$ cat src/design/ordered_stream_reorder_buffer_macros.svh
// ----------------------------------------------------------------------------
// Assertion macros for the ordered stream reorder buffer
// Shared concurrent assertion forms, all clocked on the rising edge and
// disabled while reset is high.
// ----------------------------------------------------------------------------
`ifndef ORDERED_STREAM_REORDER_BUFFER_MACROS_SVH
`define ORDERED_STREAM_REORDER_BUFFER_MACROS_SVH

// Same-cycle implication
`define OSRB_ASSERT_IMPLY(label, clk, rst, ante, cons, msg) \
   label: assert property (@(posedge clk) disable iff (rst) (ante) |-> (cons)) \
      else $error(msg);

// Next-cycle implication
`define OSRB_ASSERT_NEXT(label, clk, rst, ante, cons, msg) \
   label: assert property (@(posedge clk) disable iff (rst) (ante) |=> (cons)) \
      else $error(msg);

`endif

$ cat src/design/osrb_pkg.sv
// ----------------------------------------------------------------------------
// osrb_pkg
// Sizes and constants of the ordered stream reorder buffer.
// ----------------------------------------------------------------------------
package osrb_pkg;

   // Slots in the stream, slot numbers run 1 to DEPTH (slot 0 is stored too)
   localparam int DEPTH      = 64;
   // Chunk bits that are kept
   localparam int CHUNK_BITS = 64;

   // Port widths fixed by the payload
   localparam int SLOT_W  = 7;
   localparam int CHUNK_W = 64;

   // Chunk store: one entry per slot 0 .. DEPTH
   localparam int RAM_DEPTH = DEPTH + 1;
   localparam int ADDR_W    = $clog2(RAM_DEPTH);

   // Stream length after reset
   localparam int LEN_RESET = (64 > DEPTH) ? DEPTH : 64;

endpackage

$ cat src/design/osrb_ram.sv
// ----------------------------------------------------------------------------
// osrb_ram
// Generic simple dual-port RAM: one write port, one read port, read data
// registered and held while no read is issued.
// ----------------------------------------------------------------------------
module osrb_ram #(
   parameter int WIDTH = 64,
   parameter int DEPTH = 65
) (
   input  logic                     clock,
   input  logic                     wr_en,
   input  logic [$clog2(DEPTH)-1:0] wr_addr,
   input  logic [WIDTH-1:0]         wr_data,
   input  logic                     rd_en,
   input  logic [$clog2(DEPTH)-1:0] rd_addr,
   output logic [WIDTH-1:0]         rd_data
);

   logic [WIDTH-1:0] mem_ff [DEPTH];
   logic [WIDTH-1:0] rd_data_ff;

   // Write port
   always_ff @(posedge clock) begin
      if (wr_en) begin
         mem_ff[wr_addr] <= wr_data;
      end
   end

   // Registered read port
   always_ff @(posedge clock) begin
      if (rd_en) begin
         rd_data_ff <= mem_ff[rd_addr];
      end
   end

   assign rd_data = rd_data_ff;

endmodule

$ cat src/design/ordered_stream_reorder_buffer.sv
// Release: an insert that fills the gap at the pointer, or an insert out of range,
//   moves the block to the emit state, which registers each result onto rsp_valid;
//   further chunks of the run are read from the chunk store in slot order.
// Stalls: req_stall is high in the emit state, so no insert is taken until the
//   last result of a run or an error result is registered; other inserts do not stall.
// Reset: valid marks clear at once, pointer 1, stream length 64; no clearing
//   pass. The chunk store itself is not reset.
// ----------------------------------------------------------------------------
// ordered_stream_reorder_buffer
// Reorder buffer: stores chunks by slot number and releases consecutive
// valid slots in slot order from the next-expected pointer.
// ----------------------------------------------------------------------------
`include "ordered_stream_reorder_buffer_macros.svh"

module ordered_stream_reorder_buffer (
   input  logic                              clock,
   input  logic                              reset,
   // configuration
   input  logic                              csr_we,
   input  logic [osrb_pkg::SLOT_W-1:0]       csr_wdata,
   // inserts
   input  logic                              req_valid,
   output logic                              req_stall,
   input  logic [osrb_pkg::SLOT_W-1:0]       req_slot_id,
   input  logic [osrb_pkg::CHUNK_W-1:0]      req_chunk,
   // released chunks
   output logic                              rsp_valid,
   input  logic                              rsp_stall,
   output logic [osrb_pkg::CHUNK_W-1:0]      rsp_chunk_out,
   output logic [osrb_pkg::SLOT_W-1:0]       rsp_slot_out,
   output logic                              rsp_run_last,
   output logic                              rsp_slot_error
);

   typedef enum logic {
      ST_IDLE,
      ST_EMIT
   } state_type;

   localparam int SW = osrb_pkg::SLOT_W;
   localparam int AW = osrb_pkg::ADDR_W;
   localparam int CB = osrb_pkg::CHUNK_BITS;
   localparam int CW = osrb_pkg::CHUNK_W;

   // Control state
   state_type                   state_ff, state_in;
   logic [osrb_pkg::DEPTH:0]    valid_ff, valid_in;
   logic [SW-1:0]               ne_ff, ne_in;
   logic [SW-1:0]               len_ff, len_in;
   logic                        out_valid_ff, out_valid_in;

   // Payload registers
   logic [CB-1:0]               hold_chunk_ff, hold_chunk_in;
   logic                        err_ff, err_in;
   logic                        sel_ram_ff, sel_ram_in;
   logic [CW-1:0]               out_chunk_ff, out_chunk_in;
   logic [SW-1:0]               out_slot_ff, out_slot_in;
   logic                        out_last_ff, out_last_in;
   logic                        out_err_ff, out_err_in;

   // Chunk store ports
   logic                        wr_en;
   logic [AW-1:0]               wr_addr;
   logic                        rd_en;
   logic [AW-1:0]               rd_addr;
   logic [CB-1:0]               rd_data;

   logic                        req_xfer;
   logic                        slot_err;
   logic                        hit;
   logic                        out_free;
   logic [SW-1:0]               nxt;
   logic                        more;
   logic [SW-1:0]               len_clamp;

   assign req_stall = (state_ff != ST_IDLE);
   assign req_xfer  = req_valid && !req_stall;
   assign slot_err  = (req_slot_id > len_ff);
   // Only an insert at the pointer can start a run
   assign hit       = !slot_err && (req_slot_id == ne_ff);
   assign out_free  = !out_valid_ff || !rsp_stall;

   // Next slot of the run and whether it is ready
   assign nxt  = ne_ff + SW'(1);
   assign more = (nxt <= len_ff) ? valid_ff[AW'(nxt)] : 1'b0;

   // Stream length written out of range is clamped
   always_comb begin
      priority if (csr_wdata == '0) begin
         len_clamp = SW'(1);
      end else if (csr_wdata > SW'(osrb_pkg::DEPTH)) begin
         len_clamp = SW'(osrb_pkg::DEPTH);
      end else begin
         len_clamp = csr_wdata;
      end
   end

   // Store write on every insert within the stream
   assign wr_en   = req_xfer && !slot_err;
   assign wr_addr = AW'(req_slot_id);

   // Next state and datapath
   always_comb begin
      state_in      = state_ff;
      valid_in      = valid_ff;
      ne_in         = ne_ff;
      len_in        = len_ff;
      out_valid_in  = out_valid_ff && rsp_stall;
      hold_chunk_in = hold_chunk_ff;
      err_in        = err_ff;
      sel_ram_in    = sel_ram_ff;
      out_chunk_in  = out_chunk_ff;
      out_slot_in   = out_slot_ff;
      out_last_in   = out_last_ff;
      out_err_in    = out_err_ff;
      rd_en         = 1'b0;
      rd_addr       = AW'(nxt);

      unique case (state_ff)
         ST_IDLE: begin
            if (req_xfer) begin
               hold_chunk_in = req_chunk[CB-1:0];
               err_in        = slot_err;
               sel_ram_in    = 1'b0;
               if (!slot_err) begin
                  valid_in[AW'(req_slot_id)] = 1'b1;
               end
               if (slot_err || hit) begin
                  state_in = ST_EMIT;
               end
            end
         end
         ST_EMIT: begin
            if (out_free) begin
               out_valid_in = 1'b1;
               out_err_in   = err_ff;
               if (err_ff) begin
                  out_chunk_in = '0;
                  out_slot_in  = '0;
                  out_last_in  = 1'b1;
                  state_in     = ST_IDLE;
               end else begin
                  out_chunk_in = CW'(sel_ram_ff ? rd_data : hold_chunk_ff);
                  out_slot_in  = ne_ff;
                  out_last_in  = !more;
                  ne_in        = nxt;
                  if (more) begin
                     // fetch the next chunk of the run
                     rd_en      = 1'b1;
                     sel_ram_in = 1'b1;
                  end else begin
                     state_in = ST_IDLE;
                  end
               end
            end
         end
         default: begin
            state_in = ST_IDLE;
         end
      endcase

      // Length write restarts the stream
      if (csr_we) begin
         len_in   = len_clamp;
         valid_in = '0;
         ne_in    = SW'(1);
      end
   end

   // State and registered outputs
   always_ff @(posedge clock) begin
      if (reset) begin
         state_ff     <= ST_IDLE;
         valid_ff     <= '0;
         ne_ff        <= SW'(1);
         len_ff       <= SW'(osrb_pkg::LEN_RESET);
         out_valid_ff <= 1'b0;
      end else begin
         state_ff     <= state_in;
         valid_ff     <= valid_in;
         ne_ff        <= ne_in;
         len_ff       <= len_in;
         out_valid_ff <= out_valid_in;
      end
      hold_chunk_ff <= hold_chunk_in;
      err_ff        <= err_in;
      sel_ram_ff    <= sel_ram_in;
      out_chunk_ff  <= out_chunk_in;
      out_slot_ff   <= out_slot_in;
      out_last_ff   <= out_last_in;
      out_err_ff    <= out_err_in;
   end

   // Chunk store
   osrb_ram #(
      .WIDTH (CB),
      .DEPTH (osrb_pkg::RAM_DEPTH)
   ) u_store (
      .clock   (clock),
      .wr_en   (wr_en),
      .wr_addr (wr_addr),
      .wr_data (req_chunk[CB-1:0]),
      .rd_en   (rd_en),
      .rd_addr (rd_addr),
      .rd_data (rd_data)
   );

   assign rsp_valid      = out_valid_ff;
   assign rsp_chunk_out  = out_chunk_ff;
   assign rsp_slot_out   = out_slot_ff;
   assign rsp_run_last   = out_last_ff;
   assign rsp_slot_error = out_err_ff;

   // Checks
   `OSRB_ASSERT_IMPLY(a_ptr_bound, clock, reset, 1'b1,
      ({1'b0, ne_ff} <= ({1'b0, len_ff} + (SW+1)'(1))), "pointer ran past stream end")
   `OSRB_ASSERT_IMPLY(a_err_shape, clock, reset, rsp_valid && rsp_slot_error,
      rsp_run_last && (rsp_slot_out == '0) && (rsp_chunk_out == '0), "bad error result")
   `OSRB_ASSERT_IMPLY(a_slot_range, clock, reset, rsp_valid && !rsp_slot_error,
      (rsp_slot_out != '0) && (rsp_slot_out <= len_ff), "released slot out of range")
   `OSRB_ASSERT_NEXT(a_hit_fwd, clock, reset, req_xfer && hit && !csr_we,
      (state_ff == ST_EMIT) && !sel_ram_ff && !err_ff, "gap fill did not start a run")

endmodule

$ cat config.mk
export PLATFORM = sky130hd
export DESIGN_NAME = ordered_stream_reorder_buffer
export DESIGN_NICKNAME = d
export VERILOG_FILES = /design/src/design/osrb_pkg.sv /design/src/design/osrb_ram.sv /design/src/design/ordered_stream_reorder_buffer.sv
export VERILOG_INCLUDE_DIRS = /design/src /design/src/design
export SDC_FILE = /design/constraint.sdc
export NUM_CORES = 2
export LEC_CHECK = 0
export BUFFER_PORTS_ARGS = -buffer_cell sky130_fd_sc_hd__buf_2
export CAP_MARGIN = 20
export CORE_MARGIN = 10
export CORE_UTILIZATION = 40
export CTS_CLUSTER_DIAMETER = 200
export DETAILED_ROUTE_END_ITERATION = 10
export PLACE_DENSITY = 0.59
export RECOVER_POWER = 25
export SYNTH_ARGS = -nofsm -noshare
export SYNTH_HDL_FRONTEND = slang
export SYNTH_HIERARCHICAL = 1
export SYNTH_MEMORY_MAX_BITS = 65536
export SYNTH_SLANG_ARGS = --single-unit
export TNS_END_PERCENT = 20
$ cat constraint.sdc
create_clock -name clock -period 23.3 [get_ports clock]
set_clock_uncertainty 0.15 [all_clocks]
set_input_delay 4.66 -clock clock [delete_from_list [all_inputs] [get_ports clock]]
set_output_delay 4.66 -clock clock [all_outputs]
set_load 0.01 [all_outputs]
### Word-level counts from Yosys, hierarchy flattened

Memories as Yosys holds them, arrays and structs flattened. A register that Yosys moved wholly into a read port is not among the register bits.
Cells that the tools add are included.

| storage, ports and cells | value |
|---|---|
| bits in registers | 220 |
| bits in latches | 0 |
| RAM bits | 4160 |
| memory bits (read-only) | 0 |
| input port bits | 83 |
| output and inout port bits | 75 |
| logic and storage cells | 73 |
| memories kept | 1 |

Memories:

| name | depth | width | read ports | clocked after Yosys merged registers in | write ports | RTL line | source |
|---|---|---|---|---|---|---|---|
| u_store.mem_ff | 65 | 64 | 1 | 1 | 1 | osrb_ram.sv:19 | `logic [WIDTH-1:0] mem_ff [DEPTH];` |

| cells by class | value |
|---|---|
| add/subtract/negate cells | 1 |
| multipliers | 0 |
| div/mod/pow operators | 0 |
| $lt $le $gt $ge | 6 |
| equality and inequality tests | 5 |
| shift operators | 0 |
| muxes and demuxes | 25 |
| bitwise operators | 4 |
| reductions and logical operators | 19 |

Operators with widths:

| kind | count |
|---|---|
| 65-bit OR | 1 |
| 64-bit 2-to-1 mux | 1 |
| 1-bit 2-to-1 mux | 18 |
| 7-bit by 8-bit < comparator with 1-bit output, second input constant | 2 |
| 7-bit 2-to-1 mux | 2 |
| 7-bit by 1-bit adder with 7-bit output, second input constant | 1 |
| 1-bit binary-select mux with 7-bit select | 1 |
| 1-bit demux with 7-bit select | 1 |
| 7-bit equality test | 1 |
| 7-bit by 1-bit greater-or-equal comparator with 1-bit output, second input constant | 1 |
| 7-bit > comparator | 1 |
| 7-bit > comparator, second input constant | 1 |
| 7-bit <= comparator | 1 |
| 7-bit logical NOT | 1 |
| 3-bit AND reduction | 2 |
| 1-bit logical AND | 5 |
| 1-bit logical NOT | 5 |
| 2-bit by 1-bit != test with 1-bit output, second input constant | 2 |
| 2-bit != test, second input constant | 2 |
| 1-bit case mux with 2 select lines | 2 |
| 2-bit AND reduction | 2 |
| 4-bit AND reduction | 1 |
| 1-bit NOT | 3 |
| 1-bit logical OR | 2 |
| 2-bit OR reduction | 1 |

### Depth between registers and ports, before layout

| logic depth | value |
|---|---|
| depth in word-level cells | 8 |
| depth in mapped cells | 14 |

### Modules after synthesis

Netlist, hierarchy kept.

By module, submodules not included:

| module | instances | cells an instance | area an instance (µm²) | seq. area each (µm²) |
|---|---|---|---|---|
| osrb_ram | 1 | 7470 | 160341.3 | 126841.7 |
| ordered_stream_reorder_buffer | 1 | 735 | 9166.3 | 5795.6 |

### Worst setup path before layout

OpenSTA, ideal clock, no wires.

| timing path | value |
|---|---|
| path kind | input-to-reg |
| start point | input port req_slot_id[0] (netlist bit) |
| end point | memory u_store.mem_ff[18][0] (enable) |
| setup time | 0.565 ns |
| arrival | 10.976 ns |
| data required time | 22.585 ns |
| path slack | 11.609 ns |
| cell stages on the path | 12 |
| path through | clkbuf_1 inv_1 ha_1 nor2b_1 o21ai_0 a21oi_1 o22a_1 nor2_1 clkbuf_1 clkbuf_1 nand3_1 nor3_1 |

| between the ends | value |
|---|---|
| longest elaborated chain between the ends | 5 |

Ends and longest elaborated chain:

| item | RTL line | source |
|---|---|---|
| from (decl) | ordered_stream_reorder_buffer.sv:24 | `input logic [osrb_pkg::SLOT_W-1:0] req_slot_id,` |
| 7-bit > comparator | ordered_stream_reorder_buffer.sv:78 | `assign slot_err = (req_slot_id > len_ff);` |
| via slot_err | ordered_stream_reorder_buffer.sv:69 | `logic slot_err;` |
| 1-bit logical NOT | n/a |  |
| 1-bit logical AND | ordered_stream_reorder_buffer.sv:99 | `assign wr_en = req_xfer && !slot_err;` |
| via wr_en | ordered_stream_reorder_buffer.sv:62 | `logic wr_en;` |
| 1-bit 2-to-1 mux | osrb_ram.sv:24 | `if (wr_en) begin` |
| 1-bit 2-to-1 mux (not written as such) | osrb_ram.sv:25 | `mem_ff[wr_addr] <= wr_data;` |
| to (decl) | osrb_ram.sv:19 |  |

The timed path passes the listed nets, and every way through them passes these cells.

### Worst setup path in the final report

| timing path | value |
|---|---|
| start point | register ne_ff[0] |
| end point | register u_store.rd_data_ff[0], in the netlist u_store/rd_data[0] (read register of u_store.mem_ff), data pin |

| between the ends | value |
|---|---|
| longest elaborated chain between the ends | 8 |
| elaborated cells between the ends (all ways) | 9 |
| classes of those cells | add/sub (1); order compare (1); mux (7) |

Ends and longest elaborated chain:

| item | RTL line | source |
|---|---|---|
| from (decl) | ordered_stream_reorder_buffer.sv:48 | `logic [SW-1:0] ne_ff, ne_in;` |
| from (signal assigned) | ordered_stream_reorder_buffer.sv:181 | `ne_ff <= ne_in;` |
| 7-bit by 1-bit adder with 7-bit output (*) | ordered_stream_reorder_buffer.sv:84 | `assign nxt = ne_ff + SW'(1);` |
| via nxt[4] | ordered_stream_reorder_buffer.sv:72 | `logic [SW-1:0] nxt;` |
| 1-bit binary-select mux with 7-bit select | ordered_stream_reorder_buffer.sv:85 | `assign more = (nxt <= len_ff) ? valid_ff[AW'(nxt)] : 1'b0;` |
| 1-bit 2-to-1 mux (not written as such) | ordered_stream_reorder_buffer.sv:85 |  |
| 1-bit 2-to-1 mux | ordered_stream_reorder_buffer.sv:85 |  |
| 1-bit 2-to-1 mux | ordered_stream_reorder_buffer.sv:147 | `if (more) begin` |
| 1-bit 2-to-1 mux | ordered_stream_reorder_buffer.sv:137 | `if (err_ff) begin` |
| 1-bit 2-to-1 mux | ordered_stream_reorder_buffer.sv:134 | `if (out_free) begin` |
| 1-bit 2-to-1 mux | ordered_stream_reorder_buffer.sv:119 | `unique case (state_ff)` |
| to (decl) | osrb_ram.sv:20 | `logic [WIDTH-1:0] rd_data_ff;` |

The timed path passes the listed nets; every way through them passes the cells marked *. The select of a mux whose other input is x is not followed.
A chain may end at the register's enable or synchronous reset.

==> metrics.txt <==
status=finished, violations left; failing checks=antenna violations, max-capacitance violations, max-slew violations; Synth Flop Type=edfxtp_1; R2R Path End=u_store/rd_data[0]; most frequent cells in the layout=edfxtp_1 (4363), mux2i_1 (906), mux4_2 (655); area occupied by multi-input gates=35300 um2; Root Driver=clkbuf_16; R2R setup slack=13.03 ns; WHS Endpoint=valid_ff[60]; post-synthesis adder-cell area fraction=0.00103; Ports=158; gr ovfl total=0; Crit Path Max Fanout=73; peak supply drop=0.0614 mV; max-cap violations=60; met1 WL=202 mm; Num CTS Buffers=437; Crit. End Element=flop; Power Density=83.5 nW/um2; total power=16.0 mW; top sig layer=met5; WP data required=23.86 ns; reg-to-reg startpoint=ne_ff[0]; H-tree depth=5; xor and xnor area share after synthesis=0.00128; Post-Layout Cell Count=14600; Worst-Skew Late Latency=1.01 ns; worst hold start=valid_ff[60]; #FFs+latches synth=4444; worst hold stages=2; Final GP Congestion=0.854; CTS sink cnt=4444; routed length on met2=216 mm; CP Class=reg -> reg; TritonRoute pass-1 iters=6; Synth Warn #=6; CP arrival=10.83 ns; CTS resizes=0; Fill cells=35400; post-synth cell types=66; Final ANT Viol Nets=1; initial DRC count=10600; Fin Setup TNS=0 ns; GRT Total Usage=0.206; Syn Area/Cell=20.7 um2; Die Span Y=671 um; IO buf count=157; area of the mapped netlist=170000 um2; FMAX=97.3 MHz; Post-Synth Simple-Gate Area=0.0159; Syn-to-layout area delta=13.0%; cell count after synthesis=8205; first-pass GRT wire length=669 mm; post-CTS setup repair buffer count=0; dpl hpwl=282 mm; die area=450000 um2; CTS Hold Bufs=0; Min-Delay Path Class=reg -> reg; initial core utilization=0.401; final setup violation count=0; unrepaired setup endpoints after global routing=false; nets@finish=8662; Met3 Wirelength=51.1 mm; Register Area=133000 um2; Slew HR=-1.96; Tmin final=10.27 ns; Die W=671 um; main combinational cell family by area after synthesis=multiplexers; via count=86400; crit path launch=ne_ff[0]; layout cells sized above 1=0.199; initial antenna violation count=47; post-synth top area share=0.773; DRC violations left=0; Async S/R FF share, synth=0; vias in the first global route=84000; Setup crit start kind=flop; Core Rows=239; Clock Tree Buf Depth=4; post-synthesis compound-gate area fraction=0.0407; fin. max-slew vios=3866; largest net degree at the start of global routing=136; Core Region=423000 um2; leakage dissipation=56.9 nW; Worst-path clk slew=0.06 ns; Synthesized Nets=8301; Synth area leaders=edfxtp_1 (77%), mux4_2 (8.7%), mux2i_1 (5.4%); fraction of synthesized area in multiplexers=0.145; EDFF count, synth=4363; Total Wirelength=480 mm; post-synth top area cell=edfxtp_1; final hold vios=0; Avg Vias per Cell=5.92; wire per inst=32.9 um; R2R depth=13; most common cell after layout, fill and taps aside=edfxtp_1; Worst Max-Slew Pin Slew=4.44 ns; placed insts=13800; sequential fraction of the synthesis area=0.782; final period utilization=0.441; TritonCTS clock tree=yes
==> metal layers <==
layer	global-route usage	up-vias
met2	0.310	4332
met3	0.0561	611
met5	0	-
met4	0.0447	26
li1	-	35000
met1	0.302	46400
==> power breakdown <==
group | leakage, nW | internal (mW) | total, mW | switching [mW]
clock network | 6.69 | 3.84 | 6.84 | 3.00
logic | 10.3 | 0.0560 | 0.330 | 0.274
registers | 39.9 | 8.82 | 8.83 | 0.00710
==> how the worst max path moves through the flow <==
| stage | end | cells after the start |
|---|---|---|
| global route | u_store/rd_data[63] | 13 |
| global placement | u_store/mem_ff[34][23] | 12 |
| CTS | u_store/mem_ff[34][40] | 12 |
| floorplan | u_store/mem_ff[18][0] | 12 |
| finish | u_store/rd_data[0] | 13 |
| detailed placement | u_store/mem_ff[34][23] | 11 |
==> flip-flops by register name, summed over array words and instances (netlist names) <==
| signal | count |
|---|---|
| err_ff | 1 |
| hold_chunk_ff | 64 |
| len_ff | 7 |
| ne_ff | 7 |
| req_stall | 1 |
| rsp_chunk_out | 64 |
| rsp_run_last | 1 |
| rsp_slot_error | 1 |
| rsp_slot_out | 7 |
| rsp_valid | 1 |
| sel_ram_ff | 1 |
| u_store/mem_ff | 4160 |
| u_store/rd_data | 64 |
| valid_ff | 65 |
==> synthesized netlist by cell type (all sizes together), types with 5 or more instances <==
master  number
inv         19
nor4        66
o21ai      265
nor2b       21
a31oi      128
ha          13
mux2i      906
o221ai     126
xor2         7
a21oi       73
o22ai       69
dfxtp       81
xnor2       13
a22oi      129
mux2        64
nand2      154
clkbuf     209
a221o       64
a221oi     129
mux4       655
nand3       19
nor3b        5
edfxtp    4363
nor2       273
buf        279
and3         8
nor3        17
nand2b       6
==> cell families after synthesis <==
logic type,after synthesis
flip-flops,4444
multiplexers,1625
AO/OA/AOI/OAI,997
AND/OR/NAND/NOR,597
buffers and inverters,507
XOR/XNOR,21
adder cells (fa/ha/maj),14
==> worst max-delay path: stages, from the launching register on <==
cell and delay (ns):
dfxtp_1 0.30, clkbuf_1 1.27, ha_4 0.37, and3_1 0.22
xnor2_1 0.14, buf_4 0.21, clkinvlp_2 2.38, buf_12 1.01
nand4_4 0.62, buf_4 0.50, o221ai_1 0.31, nor4_1 1.04
a31oi_1 0.68, a221o_1 0.49
==> through the flow <==
stage	util	setup slack (ns)	hold WS, ns	cell area [um2]
global route	0.453	13.12	0.344	192000
detailed placement	0.421	13.20	0.306	178000
global placement	0.421	13.19	0.298	178000
CTS	0.453	14.26	0.319	192000
floorplan	-	11.61	0.282	170000
finish	0.453	13.03	0.317	192000
==> final cells by class <==
type,count,area share
Antenna cell,22,0.000287
Clock buffer,550,0.0598
Clock inverter,244,0.0119
Inverter,19,0.000457
Multi-Input combinational cell,3254,0.184
Sequential cell,4444,0.692
Tap cell,5663,0.0370
Timing Repair Buffer,410,0.0139
(Power assumes the default switching activity.)
